$ cat config.mk
export PLATFORM = sky130hd
export DESIGN_NAME = pbps_ctrl
export DESIGN_NICKNAME = d
export VERILOG_FILES = /design/src/pbps_pkg.sv /design/src/pbps_ctrl.sv
export SDC_FILE = /design/constraint.sdc
export NUM_CORES = 1
export LEC_CHECK = 0
export BUFFER_PORTS_ARGS = -buffer_cell sky130_fd_sc_hd__buf_4
export CAP_MARGIN = 25
export CORE_UTILIZATION = 47
export CTS_CLUSTER_SIZE = 20
export DETAILED_ROUTE_END_ITERATION = 8
export PLACE_DENSITY = 0.81
export SLEW_MARGIN = 20
export SYNTH_ARGS = -nofsm -noshare
export SYNTH_HDL_FRONTEND = slang
export SYNTH_SLANG_ARGS = --single-unit
$ cat constraint.sdc
create_clock -name i_clk -period 2.1 [get_ports i_clk]
set_input_delay 0.21 -clock i_clk [delete_from_list [all_inputs] [get_ports i_clk]]
set_output_delay 0.21 -clock i_clk [all_outputs]
set_load 0.005 [all_outputs]
$ cat src/pbps_pkg.sv
// Shared package for the priority based process selector.
// Holds slot table sizes, event and status codes, the slot record and the
// controller/datapath command and status structs. No dependencies.
`timescale 1ns / 1ps
package pbps_pkg;

    localparam int NUM_SLOTS = 64;
    localparam int IDX_W     = $clog2(NUM_SLOTS);
    localparam int SLOT_W    = 6;
    localparam int PRIO_W    = 7;
    localparam int MODE_W    = 3;
    localparam int NS_W      = 2;
    localparam int TICK_W    = 32;
    localparam int NUM_W     = TICK_W + 4;   // holds 10 * wait
    localparam int NICE_W    = 4;
    localparam int QBIT_W    = 2;

    localparam logic [PRIO_W-1:0] DEFAULT_SP  = 7'd60;
    localparam logic [NICE_W-1:0] NICE_NO_RUN = 4'd5;

    // Event codes
    localparam logic [MODE_W-1:0] MODE_TICK   = 3'd0;
    localparam logic [MODE_W-1:0] MODE_CREATE = 3'd1;
    localparam logic [MODE_W-1:0] MODE_SETST  = 3'd2;
    localparam logic [MODE_W-1:0] MODE_SETPR  = 3'd3;
    localparam logic [MODE_W-1:0] MODE_SCHED  = 3'd4;

    // Requested state codes for set state
    localparam logic [NS_W-1:0] NS_RUNNABLE = 2'd0;
    localparam logic [NS_W-1:0] NS_SLEEPING = 2'd1;
    localparam logic [NS_W-1:0] NS_FREE     = 2'd2;
    localparam logic [NS_W-1:0] NS_INVALID  = 2'd3;

    typedef enum logic [1:0] {
        ST_FREE     = 2'd0,
        ST_RUNNABLE = 2'd1,
        ST_SLEEPING = 2'd2,
        ST_RUNNING  = 2'd3
    } t_status;

    typedef struct packed {
        logic [PRIO_W-1:0] sp;   // static priority
        logic [TICK_W-1:0] run;  // run ticks
        logic [TICK_W-1:0] st;   // start tick
        logic [TICK_W-1:0] et;   // end tick
        logic [TICK_W-1:0] rc;   // run count
        logic [TICK_W-1:0] ct;   // create tick
    } t_rec;

    localparam int REC_W = $bits(t_rec);

    typedef enum logic [1:0] {
        ADDR_SLOT = 2'd0,
        ADDR_RUN  = 2'd1,
        ADDR_SCAN = 2'd2,
        ADDR_BEST = 2'd3
    } t_addr_sel;

    typedef enum logic [2:0] {
        WR_NONE   = 3'd0,
        WR_CREATE = 3'd1,
        WR_TICK   = 3'd2,
        WR_END    = 3'd3,
        WR_PRIO   = 3'd4,
        WR_START  = 3'd5
    } t_wr_op;

    typedef struct packed {
        logic      load;
        logic      tick_inc;
        t_addr_sel addr_sel;
        t_wr_op    wr_op;
        logic      set_state;
        logic      scan_init;
        logic      scan_prep;
        logic      scan_prep2;
        logic      div_step;
        logic      scan_cmp;
        logic      scan_next;
        logic      emit;
    } t_cmd;

    typedef struct packed {
        logic [MODE_W-1:0] mode;
        logic              slot_ok;
        t_status           slot_st;
        logic              ns_ok;
        logic              run_vld;
        logic              scan_free;
        logic              cand_zero;
        logic              div_last;
        logic              scan_last;
        logic              have;
    } t_sts;

endpackage

$ cat src/pbps_ctrl.sv
// Controller state machine of the process selector.
// Depends on pbps_pkg; drives datapath commands from datapath status.
`timescale 1ns / 1ps
module pbps_ctrl (
    input  logic          i_clk,
    input  logic          i_rst_n,
    input  logic          i_start,
    input  pbps_pkg::t_sts i_sts,
    output pbps_pkg::t_cmd o_cmd,
    output logic          o_busy
);
    import pbps_pkg::*;

    typedef enum logic [4:0] {
        S_IDLE, S_DEC,
        S_TK_RD, S_TK_WR,
        S_SS_RD, S_SS_WR,
        S_SP_RD, S_SP_WR,
        S_SC_RD, S_SC_PREP, S_SC_PREP2, S_SC_DIV, S_SC_CMP, S_SC_NEXT,
        S_PK_RD, S_PK_WR,
        S_EMIT
    } t_state;

    t_state r_state, n_state;
    t_cmd   w_cmd;

    always_comb begin
        n_state = r_state;
        w_cmd   = '0;
        case (r_state)
            S_IDLE: begin
                if (i_start) begin
                    w_cmd.load = 1'b1;
                    n_state    = S_DEC;
                end
            end
            S_DEC: begin
                n_state = S_EMIT;
                case (i_sts.mode)
                    MODE_TICK: begin
                        w_cmd.tick_inc = 1'b1;
                        if (i_sts.run_vld) n_state = S_TK_RD;
                    end
                    MODE_CREATE: begin
                        if (i_sts.slot_ok && i_sts.slot_st == ST_FREE) begin
                            w_cmd.addr_sel = ADDR_SLOT;
                            w_cmd.wr_op    = WR_CREATE;
                        end
                    end
                    MODE_SETST: begin
                        if (i_sts.slot_ok && i_sts.slot_st != ST_FREE && i_sts.ns_ok) begin
                            if (i_sts.slot_st == ST_RUNNING) begin
                                n_state = S_SS_RD;
                            end else begin
                                w_cmd.set_state = 1'b1;
                            end
                        end
                    end
                    MODE_SETPR: begin
                        if (i_sts.slot_ok && i_sts.slot_st != ST_FREE) n_state = S_SP_RD;
                    end
                    MODE_SCHED: begin
                        if (!i_sts.run_vld) begin
                            w_cmd.scan_init = 1'b1;
                            n_state         = S_SC_RD;
                        end
                    end
                    default: n_state = S_EMIT;
                endcase
            end
            S_TK_RD: begin
                w_cmd.addr_sel = ADDR_RUN;
                n_state        = S_TK_WR;
            end
            S_TK_WR: begin
                w_cmd.addr_sel = ADDR_RUN;
                w_cmd.wr_op    = WR_TICK;
                n_state        = S_EMIT;
            end
            S_SS_RD: begin
                w_cmd.addr_sel = ADDR_SLOT;
                n_state        = S_SS_WR;
            end
            S_SS_WR: begin
                w_cmd.addr_sel = ADDR_SLOT;
                w_cmd.wr_op    = WR_END;
                n_state        = S_EMIT;
            end
            S_SP_RD: begin
                w_cmd.addr_sel = ADDR_SLOT;
                n_state        = S_SP_WR;
            end
            S_SP_WR: begin
                w_cmd.addr_sel = ADDR_SLOT;
                w_cmd.wr_op    = WR_PRIO;
                n_state        = S_EMIT;
            end
            S_SC_RD: begin
                w_cmd.addr_sel = ADDR_SCAN;
                n_state        = S_SC_PREP;
            end
            S_SC_PREP: begin
                if (i_sts.scan_free) begin
                    n_state = S_SC_NEXT;
                end else begin
                    w_cmd.scan_prep = 1'b1;
                    n_state         = S_SC_PREP2;
                end
            end
            S_SC_PREP2: begin
                w_cmd.scan_prep2 = 1'b1;
                n_state          = i_sts.cand_zero ? S_SC_CMP : S_SC_DIV;
            end
            S_SC_DIV: begin
                w_cmd.div_step = 1'b1;
                if (i_sts.div_last) n_state = S_SC_CMP;
            end
            S_SC_CMP: begin
                w_cmd.scan_cmp = 1'b1;
                n_state        = S_SC_NEXT;
            end
            S_SC_NEXT: begin
                if (i_sts.scan_last) begin
                    n_state = i_sts.have ? S_PK_RD : S_EMIT;
                end else begin
                    w_cmd.scan_next = 1'b1;
                    n_state         = S_SC_RD;
                end
            end
            S_PK_RD: begin
                w_cmd.addr_sel = ADDR_BEST;
                n_state        = S_PK_WR;
            end
            S_PK_WR: begin
                w_cmd.addr_sel = ADDR_BEST;
                w_cmd.wr_op    = WR_START;
                n_state        = S_EMIT;
            end
            S_EMIT: begin
                w_cmd.emit = 1'b1;
                n_state    = S_IDLE;
            end
            default: n_state = S_IDLE;
        endcase
    end

    always_ff @(posedge i_clk) begin
        if (!i_rst_n) begin
            r_state <= S_IDLE;
        end else begin
            r_state <= n_state;
        end
    end

    assign o_cmd  = w_cmd;
    assign o_busy = (r_state != S_IDLE);

endmodule

### After elaboration in Yosys (flattened, before gate mapping)

Index checks and enable logic that the tools add are counted.

| storage, ports and cells | value |
|---|---|
| logic and storage cells | 71 |
| bits in registers | 5 |

| cells by class | value |
|---|---|
| reduce and logical (&&, ||, !) cells | 12 |
| eq/ne operators | 23 |
| multiplexer cells | 35 |

Operators with widths:

| cell | count |
|---|---|
| $pmux 5 s13 | 1 |
| $mux 5 | 10 |
| $eq 5x4->1 const B | 8 |
| $eq 5x3->1 const B | 4 |
| $pmux 5 s4 | 1 |
| $mux 1 | 18 |
| $pmux 3 s5 | 1 |
| $eq 5x2->1 const B | 2 |
| $pmux 2 s4 | 1 |
| $eq 3x2->1 const B | 2 |
| $mux 3 | 2 |
| $eq 5x1->1 const B | 1 |
| $eq 5x5->1 const B | 1 |
| $logic_not 5->1 | 1 |
| $reduce_bool 5->1 | 1 |
| $ne 2x2->1 const B | 2 |
| $reduce_or 2->1 | 2 |
| $reduce_or 4->1 | 1 |
| $eq 3x1->1 const B | 1 |
| $eq 3x3->1 const B | 1 |
| $logic_and 1x1->1 | 3 |
| $logic_not 3->1 | 1 |
| $eq 2x2->1 const B | 1 |
| $logic_not 2->1 | 1 |
| 3 further kinds | 3 |

### Logic depth before layout (Yosys ltp)

Gate-level depths: netlist (run 1).

| depth | value |
|---|---|
| depth in word-level cells | 6 |
| mapped depth | 5 |
| mapped depth without buffers | 4 |

### Least setup slack after synthesis (run 1)

OpenSTA, ideal clock, no wires.

| timing path | value |
|---|---|
| path kind | flip-flop to output port |
| start point | reg r_state[1] |
| end point | out o_cmd[7] in the netlist's numbering |
| data arrival time | 1393 ps |
| stages on the path, launching flop included | 4 |
| path slack | 497 ps |
| path buffers | 0 |
| cells stage by stage | dfxtp_1 > or3b_4 > or4_4 > nor3_1 |

RTL lines:

| element | RTL line | text |
|---|---|---|
| start, declared | pbps_ctrl.sv:24 | `t_state r_state, n_state;` |
| start signal, assigned | pbps_ctrl.sv:151 | `r_state <= n_state;` |
| end, declared | pbps_ctrl.sv:9 | `output pbps_pkg::t_cmd o_cmd,` |

==> summary.md, run 1 <==
| Metric | Value |
|---|---|
| Post-layout min period | `slightly below 2000 ps` |
| Cell area power density | `380 mW/mm2` |
| Crit-path cells | `or3b_4, or4_4, nor3_1, buf_4` |
| Netlist Area Pre-Place | `637 um2` |
| Number of slew-limit violations in the final report | `0` |
| Post-route clock period utilization | `approximately 93%` |
| Share of the yosys chip area belonging to registers | `15.7%` |
| Antenna violations before repair | `0` |
| Number of global-route vias before repair | `702` |
| Clock insertion delay at the later pin of the skew report | `240 ps` |
| Detailed placement HPWL | `1410 um` |
| Cts bufs inserted | `3` |
| Delay of the slowest cell on the worst path | `460 ps` |
| Total Negative Setup Slacks | `0 ps` |
| Syn Area/Cell | `between 6 and 7 um2` |
| Final-report setup violation count | `0` |
| Number of flops mapped to enable cells by yosys | `0` |
| CTS HTree Levels | `1` |
| Number of failing hold endpoints at the final stage | `0` |
| Std cell rows | `12` |
| Die Y-Extent | `38.8 um` |
| Crit path max fanout | `5` |
| IO Count | `32` |
| Resize count post-CTS | `0` |
| Max-capacitance violation count | `0` |
| Layout net count | `140` |
| Internal reg-to-reg setup slack | `430 ps` |
| Run status | `finished, final reports clean` |
| Cell leakage power | `0.406 nW` |
| Non-filler instance count after layout | `~140` |
| Yosys reg bits | `5` |
| Reg2reg end | `r_state[1]$_SDFFE_PN0P_` |
| Switch Pwr | `between 0.1 and 0.15 mW` |
| Top_reg_cell synth | `dfxtp_1` |
| Combined global-route utilization of all metal layers | `28.3%` |
| Layout cell share with drive strength beyond 1 | `33.3%` |
| Worst hold path cell count | `2` |
| Critical path start-end classification | `reg -> out` |
| Aggregate global routing overflow | `0` |
| CTS Hold Buffers Added | `0` |
| Comb power frac | `a little under two fifths` |
| Fraction of power consumed by the clock network | `31.2%` |
| Crit path DAT | `1750 ps` |
| Number of synthesis warnings | `0` |
| Detail-routed via count per cell | `6.07` |
| Maximum operating frequency | `between 0.5 and 0.6 GHz` |
| DR WL/cell | `approximately 13 um` |
| Initial cell density of the core | `53.7%` |
| Slowest stage cell on the critical path | `or4_4` |
| Cell depth of the worst flop-to-flop path | `4` |
| Measured slew at the worst slew-check pin | `453 ps` |
| 1st-iter DRT viols | `29` |
| Count of placed standard cells including taps | `133` |
| Min-delay worst type | `in -> reg` |
| N_diodes | `0` |
| Routed WL | `1810 um` |
| Gate count of the mapped netlist | `92` |
| PnR Total Power | `0.346 mW` |
| Kind of launch point of the worst setup path | `flip-flop` |
| Top flop regs | `r_state x5` |
| Distinct cell type count of the synthesized netlist | `40` |
| Clock sinks | `5` |
| Cell at the root of the clock tree | `clkbuf_4` |
| Min-delay src | `i_rst_n` |
| Pre-antenna DRT Iters | `4` |
| CTS max path bufs | `2` |
| Register with the most flip-flops | `r_state` |
| Via total after detailed routing | `about 830` |
| Flip-flop count of the largest register, all copies and words added | `5` |
| GPL Wtd Cong | `around 0.84` |
| Ys async rst share | `0%` |
| Total internal power | `0.237 mW` |
| Critical path endpoint category | `output port` |
| Layout Utilization | `76.7%` |
| Largest clock skew in the final design | `approximately 6.4 ps` |
| Antenna-violating nets left | `0` |
| Clock tree from TritonCTS | `yes` |
| Sequential power share | `30.8%` |
| Terminating pin of the worst hold path | `r_state[3]$_SDFFE_PN0P_` |
| Number of setup buffers added after CTS | `0` |
| Worst reg2reg path startpoint | `r_state[3]$_SDFFE_PN0P_` |
| Die Outline Area | `roughly 0.0015 mm2` |
| # DRC | `0` |
| Die Width | `38.8 um` |
| Maximum VDD drop | `0.493 mV` |
| Mapped Nets | `approximately 110` |
| Unrepaired setup endpoints after global routing | `no` |
| First-pass GRT wire length | `roughly 3000 um` |
| Area of placed instances | `883 um2` |
| Buffers added on ports | `31` |
| Critical path data required time | `1890 ps` |
| Maximum number of pins on one net before global-route repair | `16` |
| Share of total power consumed by net switching | `a little under a third` |
| Final design area excluding fillers | `910 um2` |
| Normalized max-slew margin | `69.7%` |
| Area growth, synth to finish | `42.8%` |
| Clock slew at the register clock pins of the worst setup and hold paths | `40 ps` |
| Total core area | `0.00119 mm2` |
layout by cell type (no fill, tap or decap), types with 3 or more instances in the layout:
| cell type | n |
|---|---|
| nand2_1 | 9 |
| nor3_1 | 7 |
| a21oi_1 | 5 |
| nand3b_1 | 3 |
| buf_4 | 34 |
| nor2_1 | 7 |
| dfxtp_1 | 5 |
| and3_1 | 5 |
| clkbuf_4 | 3 |
| nor2b_1 | 4 |
| nand4_1 | 3 |
| xnor2_1 | 3 |
cells in the mapped netlist (all sizes together), types with 2 or more instances:
master  count  area (um2)
nand4       3        18.8
nor2b       4        25.0
nor2        7        26.3
and3        5        31.3
xnor2       3        26.3
clkbuf      6        22.5
o21a        2        15.0
dfxtp       5         100
nand3b      3        22.5
nor3        7        35.0
a21oi       5        25.0
inv         2        7.51
o21ai       3        15.0
nand2b      2        12.5
nand2       9        33.8
nand4b      2        17.5
nor4        2        12.5
critical path: cells and delay by family (launching register included):
kind	cells	cell delay, ps
AND/OR/NAND/NOR	3	1070
buffers and inverters	1	140
flip-flops	1	320
cells by family after synthesis:
family / count (synthesis) / synth area share (%)
simple gates: 51 / 47.5
buf+inv: 9 / 5.30
flops: 5 / 15.7
compound gates: 23 / 25.9
xor+xnor: 4 / 5.50
worst max-delay path by stage:
stage                                        from        to  slack, ps  cells past startpoint
after detailed placement  r_state[1]$_SDFFE_PN0P_  o_cmd[7]        400                      4
after global routing      r_state[0]$_SDFFE_PN0P_  o_cmd[7]         40                      4
after global placement    r_state[1]$_SDFFE_PN0P_  o_cmd[7]        420                      4
after CTS                 r_state[1]$_SDFFE_PN0P_  o_cmd[7]        140                      4
final                     r_state[0]$_SDFFE_PN0P_  o_cmd[7]        140                      4
after floorplan           r_state[1]$_SDFFE_PN0P_  o_cmd[7]        500                      3
metrics by stage:
step	setup slack, ps	hold slack, ps
5_1_grt	44.7	242
3_5_place_dp	396	468
6_report	138	225
2_1_floorplan	497	327
3_3_place_gp	422	456
4_1_cts	143	217
area by class of cell:
cell class                      instances  area [um2]
Multi-Input combinational cell         78         503
Fill cell                             104         277
Timing Repair Buffer                   34         255
Sequential cell                         5         100
Clock buffer                            4        26.3
Tap cell                               14        17.5
Inverter                                2        7.51
power groups by stage:
stage          registers, mW  logic [mW]  clock network [mW]
6_report               0.106       0.132               0.108
5_1_grt                0.107       0.144               0.113
4_1_cts                0.106       0.130               0.111
3_5_place_dp           0.108       0.129                   0
3_3_place_gp           0.107       0.126                   0
2_1_floorplan          0.107      0.0708                   0
routing by layer:
metal  routed length, um  share of wire, %  vias to the layer above  track usage, %
li1                    -                 -                      412               -
met1                 828                46                      377            38.3
met2                 852                47                       37            48.8
met3                 101               5.6                        6               0
met4                  31               1.7                        0            8.62
met5                   0                 0                        -               0
Power figures use the tool's default switching activity.
==> run 2: changes to the inputs <==
--- a/config.mk
+++ b/config.mk
@@ -8,9 +8,9 @@
 export BUFFER_PORTS_ARGS = -buffer_cell sky130_fd_sc_hd__buf_4
 export CAP_MARGIN = 25
 export CORE_UTILIZATION = 47
-export CTS_CLUSTER_SIZE = 20
 export DETAILED_ROUTE_END_ITERATION = 8
 export PLACE_DENSITY = 0.81
+export REMOVE_ABC_BUFFERS = 1
 export SLEW_MARGIN = 20
 export SYNTH_ARGS = -nofsm -noshare
 export SYNTH_HDL_FRONTEND = slang
==> summary.md, run 2 (synthesis results as in run 1) <==
| Metric | Value |
|---|---|
| Maximum VDD drop | `0.396 mV (-20%)` |
| Antenna-violating nets left | `0 (unchanged)` |
| Cell area power density | `378 mW/mm2 (-0.63%)` |
| Kind of launch point of the worst setup path | `flip-flop` |
| Top flop regs | `r_state x5` |
| Sequential power share | `31.0% (+0.2 points)` |
| Clock slew at the register clock pins of the worst setup and hold paths | `40 ps (about the same)` |
| Comb power frac | `38.2% (+0.2 points)` |
| Maximum operating frequency | `0.508 GHz (-0.21%)` |
| Min-delay worst type | `in -> reg` |
| Normalized max-slew margin | `70.3% (+0.51 points)` |
| Number of global-route vias before repair | `662 (-5.7%)` |
| Largest clock skew in the final design | `5.18 ps (-1.18 ps)` |
| First element of the critical path | `r_state[0]$_SDFFE_PN0P_` |
| Worst reg2reg path startpoint | `r_state[3]$_SDFFE_PN0P_` |
| Std cell rows | `12 (unchanged)` |
| Post-layout min period | `1970 ps (+4.19 ps)` |
| GPL Wtd Cong | `0.878 (+5.0%)` |
| Area growth, synth to finish | `42.8% (unchanged)` |
| Total internal power | `0.237 mW (about the same)` |
| CTS HTree Levels | `1 (unchanged)` |
| Buffers added on ports | `31 (unchanged)` |
| Cell at the root of the clock tree | `clkbuf_4` |
| Initial cell density of the core | `53.7% (unchanged)` |
| Switch Pwr | `0.106 mW (-1.9%)` |
| Crit path max fanout | `5 (unchanged)` |
| Reg2reg end | `r_state[1]$_SDFFE_PN0P_` |
| Die Outline Area | `0.00151 mm2 (unchanged)` |
| Resize count post-CTS | `0 (unchanged)` |
| Final-report setup violation count | `0 (unchanged)` |
| Via total after detailed routing | `808 (-2.9%)` |
| Non-filler instance count after layout | `137 (unchanged)` |
| Clock tree from TritonCTS | `yes` |
| Cts bufs inserted | `3 (unchanged)` |
| Fraction of power consumed by the clock network | `30.8% (-0.4 points)` |
| Number of setup buffers added after CTS | `0 (unchanged)` |
| Critical path start-end classification | `reg -> out` |
| Total core area | `0.00119 mm2 (unchanged)` |
| Die Width | `38.8 um (unchanged)` |
| Count of placed standard cells including taps | `133 (unchanged)` |
| N_diodes | `0 (unchanged)` |
| Most frequent cells in the layout | `buf_4 (34), nand2_1 (9), nor3_1 (7), nor2_1 (7)` |
| Pre-antenna DRT Iters | `4 (unchanged)` |
| Measured slew at the worst slew-check pin | `445 ps (-7.67 ps)` |
| Max-capacitance violation count | `0 (unchanged)` |
| Leading cell type in the layout, fill and taps excluded | `buf_4` |
| Layout net count | `140 (unchanged)` |
| Layout cell share with drive strength beyond 1 | `33.3% (unchanged)` |
| Detailed placement HPWL | `1390 um (-1.7%)` |
| Maximum number of pins on one net before global-route repair | `16 (unchanged)` |
| Endpoint of the worst setup timing path | `o_cmd[7]` |
| Post-route clock period utilization | `93.6% (+0.20 points)` |
| Detail-routed via count per cell | `5.90 (-2.9%)` |
| Crit path DAT | `1760 ps (about the same)` |
| Unrepaired setup endpoints after global routing | `no` |
| Clock sinks | `5 (unchanged)` |
| Antenna violations before repair | `0 (unchanged)` |
| Aggregate global routing overflow | `0 (unchanged)` |
| Routed WL | `1790 um (-1.4%)` |
| Cell leakage power | `0.406 nW (unchanged)` |
| Total Negative Setup Slacks | `0 ps (unchanged)` |
| DR WL/cell | `13.1 um (-1.4%)` |
| IO Count | `32 (unchanged)` |
| # DRC | `0 (unchanged)` |
| Combined global-route utilization of all metal layers | `27.1% (-1.2 points)` |
| CTS Hold Buffers Added | `0 (unchanged)` |
| First-pass GRT wire length | `2840 um (-7.0%)` |
| Cell depth of the worst flop-to-flop path | `4 (unchanged)` |
| Register with the most flip-flops | `r_state` |
| Flip-flop count of the largest register, all copies and words added | `5 (unchanged)` |
| Critical path data required time | `1890 ps (about the same)` |
| Number of failing hold endpoints at the final stage | `0 (unchanged)` |
| Number of slew-limit violations in the final report | `0 (unchanged)` |
| Internal reg-to-reg setup slack | `520 ps (+90 ps)` |
| Run status | `finished, final reports clean` |
| Clock insertion delay at the later pin of the skew report | `240 ps (about the same)` |
| Die Y-Extent | `38.8 um (unchanged)` |
| PnR Total Power | `0.344 mW (-0.63%)` |
| 1st-iter DRT viols | `17 (-41%)` |
| Critical path endpoint category | `output port` |
| CTS max path bufs | `2 (unchanged)` |
| Share of total power consumed by net switching | `31.0% (-0.39 points)` |
## run 2: cell counts in the layout (fill, tap and decap cells not counted)
Identical to the previous run, type by type.
## run 2: layer usage
metal / up-vias / global-route usage, % / share of wire (%)
li1: 412 / - / -
met1: 362 / 35.8 / 46
met2: 34 / 45.4 / 48
met3: 0 / 3.47 / 5.9
met4: 0 / 7.76 / 0
met5: - / 0 / 0
## run 2: critical path: stages, from the launching register on
cell and delay [ps]:
dfxtp_1 320, or3b_4 410, or4_4 450, nor3_1 200
buf_4 140
## run 2: worst min path at each step
stage | from | to | slack [ps] | depth (start not counted)
after global placement | i_rst_n | r_state[3]$_SDFFE_PN0P_ | 460 | 2
after CTS | i_rst_n | r_state[3]$_SDFFE_PN0P_ | 230 | 2
after floorplan | i_rst_n | r_state[0]$_SDFFE_PN0P_ | 330 | 1
after global routing | i_rst_n | r_state[3]$_SDFFE_PN0P_ | 240 | 2
final | i_rst_n | r_state[3]$_SDFFE_PN0P_ | 230 | 2
after detailed placement | i_rst_n | r_state[3]$_SDFFE_PN0P_ | 470 | 2
## run 2: area by class of cell
class,instances,area [um2]
Clock buffer,4,26.3
Tap cell,14,17.5
Multi-Input combinational cell,78,503
Sequential cell,5,100
Timing Repair Buffer,34,255
Fill cell,91,277
Inverter,2,7.51
## run 2: metrics by stage
step                      hold slack (ps)  utilization [%]  instance area, um2  setup slack (ps)
after CTS                             226             76.7                 910               142
after detailed placement              475             74.5                 883               396
final                                 229             76.7                 910               133
after global routing                  236             76.7                 910              46.1
after floorplan                       327                -                 611               317
after global placement                458             74.5                 883               400
## run 2: power by group through the flow
stage	registers [mW]	clock network, mW	logic [mW]
detailed placement	0.108	0	0.130
CTS	0.106	0.110	0.130
global route	0.107	0.116	0.144
floorplan	0.113	0	0.0572
finish	0.106	0.106	0.131
global placement	0.107	0	0.128
==> run 3: changes to the inputs <==
--- a/config.mk
+++ b/config.mk
@@ -10,7 +10,9 @@
 export CORE_UTILIZATION = 47
 export DETAILED_ROUTE_END_ITERATION = 8
 export PLACE_DENSITY = 0.81
+export RECOVER_POWER = 100
 export REMOVE_ABC_BUFFERS = 1
+export SKIP_CTS_REPAIR_TIMING = 1
 export SLEW_MARGIN = 20
 export SYNTH_ARGS = -nofsm -noshare
 export SYNTH_HDL_FRONTEND = slang
==> summary.md, run 3 (synthesis results as in run 1) <==
| Metric | Value |
|---|---|
| Run status | `finished, final reports clean` |
| Std cell rows | `12 (unchanged)` |
| Layout Utilization | `75.7% (-0.95 points)` |
| GPL Wtd Cong | `0.878 (unchanged)` |
| Max-capacitance violation count | `0 (unchanged)` |
| Detailed placement HPWL | `1390 um (unchanged)` |
| IO Count | `32 (unchanged)` |
| Final design area excluding fillers | `898 um2 (-1.2%)` |
| Area of placed instances | `883 um2 (unchanged)` |
| CTS HTree Levels | `1 (unchanged)` |
| Register with the most flip-flops | `r_state` |
| Detail-routed via count per cell | `5.90 (unchanged)` |
| Critical path endpoint category | `output port` |
| Die Width | `38.8 um (unchanged)` |
| Cell depth of the worst flop-to-flop path | `5 (+1)` |
| Aggregate global routing overflow | `0 (unchanged)` |
| DR WL met3 | `95 um (-9.5%)` |
| Cell area power density | `376 mW/mm2 (-0.55%)` |
| Cell at the root of the clock tree | `clkbuf_4` |
| Via total after detailed routing | `808 (unchanged)` |
| CTS max path bufs | `2 (unchanged)` |
| Antenna violations before repair | `0 (unchanged)` |
| Layout cell share with drive strength beyond 1 | `30.1% (-3.3 points)` |
| Initial cell density of the core | `53.7% (unchanged)` |
| Area growth, synth to finish | `41.1%` |
| Number of slew-limit violations in the final report | `0 (unchanged)` |
| Pre-CTS worst setup slack | `396 ps (unchanged)` |
| Unrepaired setup endpoints after global routing | `no` |
| Clock sinks | `5 (unchanged)` |
| Die Outline Area | `0.00151 mm2 (unchanged)` |
| Multi-input logic area | `503 um2 (unchanged)` |
| Critical path start-end classification | `reg -> out` |
| Non-filler instance count after layout | `137 (unchanged)` |
| Sequential standard cell area | `100 um2 (unchanged)` |
| Number of global-route vias before repair | `662 (unchanged)` |
| Flip-flop count of the largest register, all copies and words added | `5 (unchanged)` |
| DR WL/cell | `13.1 um (about the same)` |
| Met1 Routed Length | `832 um (+1.7%)` |
| Critical path data required time | `1890 ps (about the same)` |
| N_diodes | `0 (unchanged)` |
| Number of failing hold endpoints at the final stage | `0 (unchanged)` |
| Kind of launch point of the worst setup path | `flip-flop` |
| Total core area | `0.00119 mm2 (unchanged)` |
| Maximum number of pins on one net before global-route repair | `16 (unchanged)` |
| Max Used Layer | `met3` |
| Setup WS post-layout | `145 ps (+11.5 ps)` |
| Layout net count | `140 (unchanged)` |
| Count of placed standard cells including taps | `133 (unchanged)` |
| Clock insertion delay at the later pin of the skew report | `230 ps (about the same)` |
| Worst hold slack | `230 ps (+1.64 ps)` |
| Final-report setup violation count | `0 (unchanged)` |
| Clock tree from TritonCTS | `yes` |
| Crit path DAT | `1750 ps (about the same)` |
| Total Negative Setup Slacks | `0 ps (unchanged)` |
| Normalized max-slew margin | `60.9% (-9.3 points)` |
| Maximum VDD drop | `0.397 mV (+0.17%)` |
| PnR Total Power | `0.337 mW (-1.8%)` |
| # DRC | `0 (unchanged)` |
| Most frequent cells in the layout | `buf_4 (25), nand2_1 (9), clkbuf_4 (9)` |
| Fill cell instance count of the final layout | `97 (+6.6%)` |
| Leading cell type in the layout, fill and taps excluded | `buf_4` |
| Buffers added on ports | `31 (unchanged)` |
| Maximum operating frequency | `0.511 GHz (+0.59%)` |
| Cts bufs inserted | `3 (unchanged)` |
| Post-route clock period utilization | `93.1% (-0.55 points)` |
| Combined global-route utilization of all metal layers | `27.1% (unchanged)` |
| Routed WL | `1790 um (about the same)` |
| Clock slew at the register clock pins of the worst setup and hold paths | `40 ps (about the same)` |
| Die Y-Extent | `38.8 um (unchanged)` |
| Measured slew at the worst slew-check pin | `586 ps (+140 ps)` |
| Largest clock skew in the final design | `4.39 ps (-0.784 ps)` |
| Worst hold path cell count | `2 (unchanged)` |
| Top flop regs | `r_state x5` |
| Crit path max fanout | `5 (unchanged)` |
| First-pass GRT wire length | `2840 um (unchanged)` |
| Antenna-violating nets left | `0 (unchanged)` |
| Cell leakage power | `0.391 nW (-3.7%)` |
| 1st-iter DRT viols | `20 (+3)` |
| Amount of wire on met2 after detailed routing | `861 um (-0.35%)` |
| Min-delay worst type | `in -> reg` |
| Pre-antenna DRT Iters | `4 (unchanged)` |
| Post-layout min period | `1960 ps (-11.5 ps)` |
## run 3: changes by cell type in the layout (fill, tap and decap cells not counted)
cell	previous run	this run
buf_4	34	25
clkbuf_1	1	4
clkbuf_4	3	9
inv_1	0	1
inv_2	2	1
o21ai_0	2	3
o21ai_1	1	0
## run 3: layout make-up
type / instances / share of cell area, %
clock buffer: 4 / 2.92
inverter: 2 / 0.836
multi-input combinational: 78 / 56.0
sequential: 5 / 11.1
tap: 14 / 1.95
timing repair buffer: 34 / 27.2
## run 3: worst max-delay path, cell delays in order, from the launching register on
cell,delay [ps]
dfxtp_1,320
or3b_4,410
or4_4,450
nor3_1,200
buf_4,140
## run 3: report_power, final
| part | switching, mW | internal, mW | total [mW] | leakage, nW |
|---|---|---|---|---|
| Clock | 0.0341 | 0.0715 | 0.106 | 0.0150 |
| Sequential | 0.00573 | 0.100 | 0.106 | 0.0407 |
| Combinational | 0.0661 | 0.0596 | 0.126 | 0.335 |
## run 3: path summary, 6_finish.rpt
check / start / end / slack (ps)
setup / recovery: r_state[0]$_SDFFE_PN0P_ / o_cmd[7] / 140
setup reg to reg: r_state[1]$_SDFFE_PN0P_ / r_state[1]$_SDFFE_PN0P_ / 390
hold reg to reg: r_state[1]$_SDFFE_PN0P_ / r_state[3]$_SDFFE_PN0P_ / 780
hold / removal: i_rst_n / r_state[3]$_SDFFE_PN0P_ / 230
## run 3: layer usage
metal | track usage (%) | vias up
li1 | - | 411
met1 | 35.8 | 369
met3 | 3.47 | 0
met4 | 7.76 | 0
met5 | 0 | -
met2 | 45.4 | 28
